### src/rtl/core/assert_macros.svh
// ----------------------------------------------------------------------------
// assertion macros
// shared same-cycle and next-cycle implication checks for the rtl core
// ----------------------------------------------------------------------------
`ifndef ASSERT_MACROS_SVH
`define ASSERT_MACROS_SVH

// same-cycle implication
`define LCGE_ASSERT_IMP(label, clk, rst, ante, cons) \
   label: assert property (@(posedge clk) disable iff (rst) (ante) |-> (cons)) \
      else $error("lcge assertion failed");

// next-cycle implication
`define LCGE_ASSERT_NEXT(label, clk, rst, ante, cons) \
   label: assert property (@(posedge clk) disable iff (rst) (ante) |=> (cons)) \
      else $error("lcge assertion failed");

`endif

### src/rtl/core/lcge_pkg.sv
// ----------------------------------------------------------------------------
// lcge_pkg
// shared types and constants of the life cell generation engine
// ----------------------------------------------------------------------------
package lcge_pkg;

   localparam int COORD_W    = 6;
   localparam int CMD_W      = 2;
   localparam int THR_W      = 6;
   localparam int COUNT_W    = 4;
   localparam int REQ_DATA_W = 16;
   localparam int RSP_DATA_W = 16;

   localparam logic [THR_W-1:0]   THR_RESET   = 6'd10;
   localparam logic [COUNT_W-1:0] BIRTH_COUNT = 4'd3;
   localparam logic [COUNT_W-1:0] KEEP_COUNT  = 4'd2;

   localparam logic [CMD_W-1:0] CMD_CLEAR = 2'd0;
   localparam logic [CMD_W-1:0] CMD_SET   = 2'd1;
   localparam logic [CMD_W-1:0] CMD_EVAL  = 2'd2;

   typedef struct packed {
      logic rd_en;
      logic wr_en;
      logic clear;
   } store_ctl_type;

   typedef struct packed {
      logic clear;
      logic hit_a;
      logic hit_b;
      logic hit_age;
   } fwd_type;

   typedef struct packed {
      logic alive_next;
      logic born;
      logic died;
      logic aged;
   } cell_flags_type;

   typedef struct packed {
      logic               aged;
      logic               died;
      logic               born;
      logic               alive_next;
      logic [COORD_W-1:0] pos_y;
      logic [COORD_W-1:0] pos_x;
   } rsp_word_type;

endpackage

### src/rtl/core/lcge_rule.sv
// ----------------------------------------------------------------------------
// lcge_rule
// neighbor count, life rule and age update for one cell
// ----------------------------------------------------------------------------
module lcge_rule import lcge_pkg::*; #(
   parameter int GRID_HEIGHT = 64,
   parameter int AGE_BITS    = 6
) (
   input  logic [GRID_HEIGHT-1:0]         hold0,
   input  logic [GRID_HEIGHT-1:0]         hold1,
   input  logic [GRID_HEIGHT-1:0]         ahead,
   input  logic [$clog2(GRID_HEIGHT)-1:0] row,
   input  logic [AGE_BITS-1:0]            age_old,
   input  logic [THR_W-1:0]               thr,
   output cell_flags_type                 flags,
   output logic [AGE_BITS-1:0]            age_new
);

   localparam int PAD_IW = $clog2(GRID_HEIGHT + 2);
   localparam int CMP_W  = ((AGE_BITS > THR_W) ? AGE_BITS : THR_W) + 1;
   localparam logic [CMP_W-1:0] AGE_MAX = CMP_W'((1 << AGE_BITS) - 1);

   logic [GRID_HEIGHT+1:0] pad0, pad1, pad2;
   logic [PAD_IW-1:0]      row_ext;
   logic [2:0]             win0, win1, win2;
   logic [COUNT_W-1:0]     count;
   logic                   old;
   logic                   next;
   logic [CMP_W-1:0]       thr_c, cap, inc, age_sel;

   // dead rows above and below the grid
   assign pad0    = {1'b0, hold0, 1'b0};
   assign pad1    = {1'b0, hold1, 1'b0};
   assign pad2    = {1'b0, ahead, 1'b0};
   assign row_ext = PAD_IW'(row);
   assign win0    = pad0[row_ext +: 3];
   assign win1    = pad1[row_ext +: 3];
   assign win2    = pad2[row_ext +: 3];

   assign count = COUNT_W'(win0[0]) + COUNT_W'(win0[1]) + COUNT_W'(win0[2])
                + COUNT_W'(win1[0]) + COUNT_W'(win1[2])
                + COUNT_W'(win2[0]) + COUNT_W'(win2[1]) + COUNT_W'(win2[2]);

   assign old  = hold1[row];
   assign next = old ? (count == KEEP_COUNT || count == BIRTH_COUNT)
                     : (count == BIRTH_COUNT);

   assign thr_c   = CMP_W'(thr);
   assign cap     = (thr_c < AGE_MAX) ? thr_c : AGE_MAX;
   assign inc     = CMP_W'(age_old) + CMP_W'(1);
   assign age_sel = (next && old) ? ((inc > cap) ? cap : inc) : '0;
   assign age_new = AGE_BITS'(age_sel);

   assign flags.alive_next = next;
   assign flags.born       = next && !old;
   assign flags.died       = !next && old;
   assign flags.aged       = next && (age_sel >= thr_c);

endmodule

### config.mk
export PLATFORM = sky130hd
export DESIGN_NAME = lcge_rule
export DESIGN_NICKNAME = d
export VERILOG_FILES = /design/src/rtl/core/assert_macros.svh /design/src/rtl/core/lcge_pkg.sv /design/src/rtl/core/lcge_rule.sv
export SDC_FILE = /design/constraint.sdc
export NUM_CORES = 1
export LEC_CHECK = 0
export BUFFER_PORTS_ARGS = -buffer_cell sky130_fd_sc_hd__buf_4
export CORE_MARGIN = 3
export CORE_UTILIZATION = 24
export DETAILED_ROUTE_END_ITERATION = 6
export GPL_ROUTABILITY_DRIVEN = 0
export GPL_TIMING_DRIVEN = 0
export PLACE_DENSITY = 0.48
export SKIP_LAST_GASP = 1
export SYNTH_ARGS = -nofsm -noshare
export SYNTH_HDL_FRONTEND = slang
export SYNTH_SLANG_ARGS = --single-unit
### constraint.sdc
create_clock -name vclk -period 7.4
set_input_delay 0.74 -clock vclk [all_inputs]
set_output_delay 0.74 -clock vclk [all_outputs]
set_load 0.05 [all_outputs]
== Word-level counts from Yosys, hierarchy flattened ==
Index checks and enable logic that the tools add are counted.

* Register bits after elaboration: 0
* Input port bits: 210
* Output and inout port bits: 10
* Word-level logic and storage cells: 30

* Add/sub/neg operators: 8
* Order comparisons: 4
* Equal/unequal tests: 2
* Shift-type cells: 3
* Muxes and demuxes: 6
* Reductions and logical operators: 7

{| class="wikitable"
|+ Operators by type and width
! kind !! count
|-
| indexed part select 66 x 7 -> 3 bit || 3
|-
| adder 4 x 1 -> 4 bit || 4
|-
| 2-to-1 mux 7 bit || 2
|-
| == test 4 x 2 -> 1 bit, second input constant || 2
|-
| adder 6 x 1 -> 7 bit, second input constant || 1
|-
| greater-or-equal comparator 7 x 6 -> 1 bit || 1
|-
| greater-than comparator 7 x 6 -> 1 bit || 1
|-
| less-than comparator 6 x 7 -> 1 bit, second input constant || 1
|-
| binary-select mux 1 bit (select 6 bit) || 1
|-
| less-than comparator 6 bit, second input constant || 1
|-
| 2-to-1 mux 6 bit || 1
|-
| adder 3 x 1 -> 4 bit || 1
|-
| logical AND 1 bit || 4
|-
| adder 2 x 1 -> 3 bit || 1
|-
| adder 1 x 1 -> 2 bit || 1
|-
| zero test 1 bit || 2
|-
| 2-to-1 mux 1 bit || 2
|-
| logical OR 1 bit || 1
|}

== Depth between registers and ports, before layout ==
Gate-level depths: netlist (run 1).

* Depth after elaboration: 15
* Mapped depth: 29

== Worst setup path after synthesis (run 1) ==
Ideal clock, no wire load.

* Kind: input -> output
* Start: input port row[1]
* End: output port flags[0] in the netlist's numbering
* Arrival: 8.148 ns
* Slack: -1.488 ns
* Stages: 22
* Cells stage by stage: buf_4 buf_4 buf_2 mux4_4 mux4_2 a221o_1 fa_1 inv_1 fa_1 fa_1 inv_1 ha_1 fa_1 o21ai_0 and2_0 nand3_1 nor3_1 ha_1 nor2b_1 o21ai_0 o2bb2ai_1 a221oi_1

{| class="wikitable"
|+ RTL lines
! item !! RTL line !! source
|-
| start, declared || lcge_rule.sv:12 || <nowiki>input logic [$clog2(GRID_HEIGHT)-1:0] row,</nowiki>
|-
| end, declared || lcge_rule.sv:15 || <nowiki>output cell_flags_type flags,</nowiki>
|}

==> metrics.txt, run 1 <==
status=completed; Vias=5575; crit-path most repeated cell=fa_1; synth unique cells=55; most area-consuming cells after synthesis=mux4_2, mux2i_1, mux4_1; Crit path largest cell delay=0.56 ns; CP Buf/Inv Count=5; final net count=908; internal power=0.429 mW; Inst Count DP=931; Post-Route WL=24.7 mm; Core ar.=0.0206 mm^2; vias in the first global route=5938; CP Launch Type=input pin; # setup viols final=0; Yosys top cell by area=mux4_2; Die W=152 um; num rows=52; Crit Path Category=input pin to output pin; kind of cell adding the most delay to the critical path=adder cells; Layout clock buffers=0; Final Critical Period=7.22 ns; Worst Path Required=6.66 ns; synthesized area=0.00514 mm^2; post-route cell area=0.00753 mm^2; Crit. Startpoint=row[0]; share of post-route cells with drive strength above 1=0.623; pin count of the biggest net entering global routing=11; power share of the combinational group=1.000; Hold Path Depth=4; register area share after synthesis=0; ant diodes=0; drt wl/cell=26.1 um; IO Count=220; Worst Path Arrival=6.48 ns; overall die area=0.0232 mm^2; Fin. Hold Viols=0; Final Cycle Share=0.975; Max Cap Violations=0; cell area power density=119 mW/mm^2; initial antenna violation count=0; Clk pwr share=0; antenna-violating nets left=0; GRT Total Usage=0.200; f_max=139 MHz; Worst Setup EP=flags[0]; worst min path class=input pin to output pin; Area Overhead vs Synth=46.7%; Syn Nets=674; initial drt markers=417; final sequential cell count=0; Sw Ratio=0.520; Port Buffers=217; global-route wire length before repair=36.5 mm; Worst Tran Pin Value=0.628 ns; Finished Core Util=0.365; Psw=0.465 mW; DP Area=0.00722 mm^2; Mapped Cells=444; syn avg cell area=11.6 um^2; Peak VDD IR=0.170 mV; TNS Setup=0 ns; Starting Density=0.249; Seq pwr share=0; DR pass1 iterations=5; Leak=3.16 nW; DRC viols=0; Synth Warn #=0; Critical Path End Type=output pin; Finished Layout Cells=946; drt via density=5.89; total grt overflow=0; max_slew headroom=0.577; Slowest cell on crit path=fa_1; Worst Path Max Fanout=8; Sequential Area=0 um^2; Slew Viols, Final=0; Crit path depth=25; Synth top area share=0.465; detailed placement HPWL=20.5 mm; Die Ht=152 um
layout make-up:
cell class | count | area [um^2]
repair buffers | 232 | 1760
fillers | 2081 | 13100
multi-input cells | 374 | 4810
well taps | 270 | 338
inverters | 20 | 75.1
plain buffers | 50 | 551
cells by family (layout without fill, tap and decap cells):
family | count (synthesis) | after routing | share of synthesized area
and+or+nand+nor | 85 | 85 | 0.0860
muxes | 176 | 176 | 0.651
adders and majority gates | 20 | 20 | 0.0546
AOI/OAI and AO/OA | 89 | 89 | 0.114
xor gates and xnor gates | 4 | 4 | 0.00682
buffers and inverters | 70 | 302 | 0.0877
per-layer routing:
metal | track usage | vias to the layer above | part of all wire
met4 | 0.0334 | 0 | 0.023
li1 | - | 2376 | -
met5 | 0 | - | 0
met1 | 0.264 | 2784 | 0.40
met2 | 0.347 | 375 | 0.50
met3 | 0.0378 | 40 | 0.084
power groups by stage:
stage	registers (mW)	logic (mW)	clock network, mW
after global placement	0	0.826	0
final	0	0.894	0
after floorplan	0	0.561	0
after global routing	0	0.954	0
after detailed placement	0	0.835	0
after CTS	0	0.857	0
synth_stat cells, drive strengths merged (5+ instances only):
library cell,instances
mux2,11
ha,16
nand3,10
nor3,11
o21ai,17
a211oi,13
nor2b,14
nand2b,5
nor2,18
a221oi,5
mux2i,44
o22ai,5
mux4,121
buf,41
nand2,12
inv,20
clkbuf,8
a21oi,24
cells in the final DEF (no fill, tap or decap), drive strengths merged, types with 2 or more instances in the layout:
cell	instances
a211o	2
o21ai	17
nand3	10
nand2	12
o2bb2ai	2
a32oi	2
a21oi	24
fa	4
inv	20
nand4	2
a22o	3
mux2	11
nor2	18
o211ai	3
buf	272
nand2b	5
and3	2
a21boi	2
a21o	4
ha	16
nor3	11
xnor2	2
mux2i	44
mux4	121
clkbuf	9
a221oi	5
nand3b	4
o22ai	5
a211oi	13
xor2	2
and2	2
nor2b	14
metrics by stage:
| stage | setup WS (ns) | power, mW | hold slack (ns) |
|---|---|---|---|
| 2_1_floorplan | 0.0166 | 0.561 | 1.75 |
| 3_5_place_dp | -0.594 | 0.835 | 1.99 |
| 5_1_grt | -0.000746 | 0.954 | 2.03 |
| 4_1_cts | 0.0339 | 0.857 | 1.99 |
| 6_report | 0.182 | 0.894 | 1.99 |
| 3_3_place_gp | -0.521 | 0.826 | 1.98 |
what timing repair did:
action                     4_1_cts  5_1_grt
hold buffers                     0        0
gates cloned                     0        1
setup buffers                    2       12
resized for setup               28       35
pin swaps                        0        8
hold endpoints to repair         0        0
setup endpoints to repair        1        1
how the worst min path moves through the flow:
| stage | start | to | slack [ns] |
|---|---|---|---|
| after floorplan | thr[1] | age_new[1] | 1.75 |
| after global routing | age_old[0] | age_new[0] | 2.03 |
| after detailed placement | thr[0] | age_new[0] | 1.99 |
| final | thr[0] | age_new[0] | 1.99 |
| after global placement | age_old[0] | age_new[0] | 1.98 |
| after CTS | thr[0] | age_new[0] | 1.99 |
(Power assumes the default switching activity.)
==> run 2: changes to the inputs <==
--- a/config.mk
+++ b/config.mk
@@ -6,12 +6,14 @@
 export NUM_CORES = 1
 export LEC_CHECK = 0
 export BUFFER_PORTS_ARGS = -buffer_cell sky130_fd_sc_hd__buf_4
+export CELL_PAD_IN_SITES_DETAIL_PLACEMENT = 0
+export CELL_PAD_IN_SITES_GLOBAL_PLACEMENT = 1
 export CORE_MARGIN = 3
 export CORE_UTILIZATION = 24
 export DETAILED_ROUTE_END_ITERATION = 6
 export GPL_ROUTABILITY_DRIVEN = 0
 export GPL_TIMING_DRIVEN = 0
-export PLACE_DENSITY = 0.48
+export PLACE_DENSITY = 0.59
 export SKIP_LAST_GASP = 1
 export SYNTH_ARGS = -nofsm -noshare
 export SYNTH_HDL_FRONTEND = slang
==> constraint.sdc (replaced) <==
create_clock -name vclk -period 8.9
set_input_delay 0.89 -clock vclk [all_inputs]
set_output_delay 0.89 -clock vclk [all_outputs]
set_load 0.05 [all_outputs]
==> run 2 against run 1 <==
  * Flip-flop and latch count is the same
  * Setup slack improved by 0.29 ns
  * Global-route usage grew 0.20 points
  * Wire length down 1.3%
  * First-iteration DRC count is 4.1% lower
  * Critical path depth is 2 higher
  * Die area is the same
  * Hold slack better by 0.28 ns
  * Power down 26%
  * Clock-buffer cell count unchanged
  * Critical path type unchanged
  * Largest cell class unchanged
  * Highest routed layer unchanged
==> metrics.txt, run 2 (synthesized netlist as in run 1, its figures left out) <==
vias in the first global route=5971 (+0.56%); Finished Core Util=0.346 (-0.0195); Worst Path Required=8.01 ns (+1.35 ns); max_slew headroom=0.480 (-0.0977); final sequential cell count=0 (unchanged); overall die area=0.0232 mm^2 (unchanged); Peak VDD IR=0.106 mV (-38%); Leak=3.00 nW (-5.2%); CTS resizes=0 (-100%); Final Critical Period=8.43 ns; cell area power density=92.6 mW/mm^2 (-22%); # setup viols final=0 (unchanged); GRT Total Usage=0.202 (+0.00199); total grt overflow=0 (unchanged); detailed placement HPWL=20.6 mm (+0.42%); DRC viols=0 (unchanged); DR pass1 iterations=5 (unchanged); Inst Count DP=931 (unchanged); total chip power=0.660 mW (-26%); ant diodes=0 (unchanged); Post-Route WL=24.4 mm (-1.3%); RSZ-0062 raised after global routing=false; Finished Layout Cells=929 (-1.8%); drt wl/cell=26.2 um (+0.47%); Worst Path Max Fanout=10 (+2); pin count of the biggest net entering global routing=11 (unchanged); initial drt markers=400 (-4.1%); WHS=2.27 ns (+0.279 ns); Post-CTS Setup Bufs=0 (-2); DP Area=0.00713 mm^2 (-1.2%); f_max=119 MHz; Critical Path End Type=output pin; post-route cell area=0.00713 mm^2 (-5.3%); commonest non-fill, non-tap cell in the layout=buf_4; antenna-violating nets left=0 (unchanged); Post-Place Worst Slack=0.206 ns (+0.800 ns); Starting Density=0.249 (unchanged); CP Launch Type=input pin; Die W=152 um (unchanged); most frequent cells in the layout=buf_4, mux4_2, mux2i_1; fillcell total=2081 (unchanged); Core ar.=0.0206 mm^2 (unchanged); Area Overhead vs Synth=38.8%; Vias=5413 (-2.9%); post-route setup slack=0.467 ns (+0.286 ns); Worst Tran Pin Value=0.781 ns (+0.153 ns); share of post-route cells with drive strength above 1=0.590 (-0.0325); Layout clock buffers=0 (unchanged); Max Cap Violations=0 (unchanged); global-route wire length before repair=36.7 mm (+0.66%); TNS Setup=0 ns (unchanged); IO Count=220 (unchanged); status=completed; hold buffers post-CTS=0 (unchanged); Worst Path Arrival=7.54 ns (+1.06 ns); Crit Path Category=input pin to output pin; initial antenna violation count=0 (unchanged); Fin. Hold Viols=0 (unchanged); Sequential Area=0 um^2 (unchanged); num rows=52 (unchanged); drt via density=5.83 (-1.1%); worst min path class=input pin to output pin; Final Cycle Share=0.948; Port Buffers=217 (unchanged); Die Ht=152 um (unchanged); Slew Viols, Final=0 (unchanged); final net count=891 (-1.9%)
[run 2: changes by cell type in the layout (fill, tap and decap cells not counted), moves of 3 or more]
cell     change
buf_2       +10
o21ai_1      -3
buf_4       -13
buf_8        -4
buf_12       -8
o21ai_0      +3
nor3_2       +4
nor3_4       -4
[run 2: worst paths after layout]
path              cells past startpoint    endpoint    from  slack (ns)
setup / recovery                     27    flags[0]  row[1]        0.47
hold / removal                        4  age_new[1]  thr[1]        2.27
[run 2: critical path, stage by stage]
cell and delay [ns]:
buf_4 0.15, buf_4 0.28, buf_2 0.35, clkbuf_4 0.33, buf_2 0.31, mux4_2 0.37, o21ai_0 0.24, nor2_1 0.11
fa_1 0.54, inv_1 0.05, fa_1 0.46, fa_1 0.55, inv_1 0.04, ha_1 0.21, fa_1 0.38, o21ai_0 0.17
and2_0 0.37, nand3_2 0.26, a21o_1 0.23, ha_1 0.26, nand2b_1 0.09, a21oi_1 0.06, nor2b_1 0.11, o21ai_0 0.08
o2bb2ai_1 0.14, a221oi_2 0.25, buf_4 0.24
[run 2: layout make-up]
cell class                 count  area (um^2)  area share
buffer                        48          372      0.0521
inverter                      20         75.1      0.0105
multi-input combinational    374         4720       0.662
tap                          270          338      0.0474
timing repair buffer         217         1630       0.228
[run 2: layer usage]
metal	part of all wire	wire [um]	global-route usage	vias up
li1	-	-	-	2324
met1	0.40	9680	0.262	2724
met2	0.50	12100	0.355	342
met3	0.089	2160	0.0349	23
met4	0.015	374	0.0407	0
met5	0	0	0	-
[run 2: power by group]
part / switching [mW] / internal [mW]
logic: 0.360 / 0.301
clock network: 0 / 0
registers: 0 / 0
==> run 3: changes to the inputs <==
--- a/config.mk
+++ b/config.mk
@@ -5,9 +5,10 @@
 export SDC_FILE = /design/constraint.sdc
 export NUM_CORES = 1
 export LEC_CHECK = 0
-export BUFFER_PORTS_ARGS = -buffer_cell sky130_fd_sc_hd__buf_4
+export BUFFER_PORTS_ARGS = -buffer_cell sky130_fd_sc_hd__buf_2
 export CELL_PAD_IN_SITES_DETAIL_PLACEMENT = 0
 export CELL_PAD_IN_SITES_GLOBAL_PLACEMENT = 1
+export CORE_ASPECT_RATIO = 1.1
 export CORE_MARGIN = 3
 export CORE_UTILIZATION = 24
 export DETAILED_ROUTE_END_ITERATION = 6
==> run 3 against run 2 <==
  * Die area hardly changed
  * Non-clock buffer count is 1 higher
  * Flip-flop and latch count stayed put
  * Wire length is 1.0% lower
  * Global-route usage is 0.28 points lower
  * Critical path depth stayed put
  * Cell count is 1.9% higher
  * Maximum frequency is 0.73% lower
  * Hold slack better by 0.0081 ns
  * Largest cell class unchanged
==> metrics.txt, run 3 (synthesized netlist as in run 1, its figures left out) <==
fillcell total=2201 (+5.8%); status=completed; Peak VDD IR=0.0610 mV (-42%); Worst Tran Pin Value=0.784 ns (+0.00351 ns); drt wl/cell=25.4 um (-2.9%); Crit Path Category=input pin to output pin; drt via density=5.81 (-0.29%); Port Buffers=217 (unchanged); # setup viols final=0 (unchanged); CP Launch Type=input pin; Leak=2.82 nW (-6.0%); Final Cycle Share=0.954 (+0.00694); RSZ-0062 raised after global routing=false; Die W=145 um (-4.5%); Max Cap Violations=0 (unchanged); Vias=5502 (+1.6%); met1 GRT Util=0.252 (-0.0101); max_slew headroom=0.477 (-0.00234); commonest non-fill, non-tap cell in the layout=buf_2; overall die area=0.0232 mm^2 (about the same); Fin. Hold Viols=0 (unchanged); Hold Path Depth=4 (unchanged); DRC viols=0 (unchanged); met3 Use GR=0.0225 (-0.0124); total grt overflow=0 (unchanged); detailed placement HPWL=20.5 mm (-0.63%); Core ar.=0.0208 mm^2 (+0.76%); initial antenna violation count=3 (+3); share of post-route cells with drive strength above 1=0.589 (-0.000894); Worst Path Required=8.01 ns (about the same); cell area power density=94.0 mW/mm^2 (+1.5%); Slew Viols, Final=0 (unchanged); WHS=2.28 ns (+0.00815 ns); DR pass1 iterations=5 (unchanged); GRT Total Usage=0.199 (-0.00281); Sequential Area=0 um^2 (unchanged); Final Critical Period=8.49 ns (+0.0617 ns); initial drt markers=410 (+2.5%); most frequent cells in the layout=buf_2, mux4_2, mux2i_1; antenna-violating nets left=0 (unchanged); Starting Density=0.247 (-0.00189); f_max=118 MHz (-0.73%); Die Ht=159 um (+4.7%); pin count of the biggest net entering global routing=11 (unchanged); IO Count=220 (unchanged); most used routing layer=met2; Layout clock buffers=0 (unchanged); num rows=55 (+5.8%); final sequential cell count=0 (unchanged); Worst Path Arrival=7.60 ns (+0.06 ns); Post-Route WL=24.1 mm (-1.0%); Area Overhead vs Synth=28.8%; Worst Path Max Fanout=10 (unchanged); vias in the first global route=6014 (+0.72%); worst min path class=input pin to output pin; GR Util met2=0.362 (+0.00717); final net count=892 (+0.11%); multi-input combinational cell area=0.00472 mm^2 (unchanged); Critical Path End Type=output pin; global-route wire length before repair=36.2 mm (-1.3%); TNS Setup=0 ns (unchanged)
==> run 3: cell types whose count changed in the layout (fill, tap and decap cells not counted) <==
cell      delta
and2_0       -1
clkbuf_1     +1
buf_4      -217
diode_2      +2
buf_2      +217
and2_1       +1
==> run 3: area by class of cell <==
cell class | count | share of cell area
Timing Repair Buffer | 217 | 0.164
Multi-Input combinational cell | 374 | 0.713
Tap cell | 285 | 0.0539
Inverter | 20 | 0.0113
Buffer | 49 | 0.0567
Antenna cell | 2 | 0.000757
==> run 3: worst paths after layout <==
kind | from | slack, ns | endpoint
setup / recovery | row[1] | 0.41 | flags[0]
hold / removal | thr[1] | 2.28 | age_new[1]
==> run 3: metal layers <==
layer	wire length, um	up-vias	share of wire
met1	9290	2715	0.39
met2	12300	399	0.51
met3	1890	47	0.078
met5	10	-	0.00041
li1	-	2339	-
met4	651	2	0.027
==> run 3: critical path, cell delays in order <==
cell,delay [ns]
buf_4,0.16
buf_6,0.21
buf_2,0.32
buf_2,0.34
mux4_2,0.37
mux4_2,0.50
o22ai_1,0.20
nor2_1,0.09
fa_1,0.55
inv_1,0.05
fa_1,0.46
fa_1,0.54
inv_1,0.04
ha_1,0.21
fa_1,0.38
o21ai_0,0.20
and2_1,0.31
nand3_2,0.24
a21o_1,0.23
ha_1,0.26
nand2b_1,0.09
a21oi_1,0.08
nor2b_1,0.11
o21ai_0,0.08
o2bb2ai_1,0.14
a221oi_2,0.23
buf_2,0.30
==> run 3: timing repair <==
action                                  in CTS  in global routing
resized for setup                            0                  5
endpoints found under the setup margin       0                  1
hold buffers                                 0                  0
buffers inserted                             0                  0
==> run 3: report_power, final <==
| group | internal, mW | switching [mW] |
|---|---|---|
| Sequential | 0 | 0 |
| Combinational | 0.260 | 0.361 |
| Clock | 0.0000000301 | 0 |
| Total | 0.260 | 0.361 |
==> run 3: stage by stage <==
step | std cells | utilization | total power [mW] | setup WS (ns) | cell area [um^2]
after global routing | 947 | 0.318 | 0.672 | 0.0211 | 6620
final | 947 | 0.318 | 0.622 | 0.405 | 6620
after CTS | 946 | 0.318 | 0.615 | 0.144 | 6610
after detailed placement | 946 | 0.318 | 0.613 | 0.150 | 6610
after floorplan | 444 | - | 0.424 | 0.358 | 5160
after global placement | 946 | 0.318 | 0.603 | 0.267 | 6610
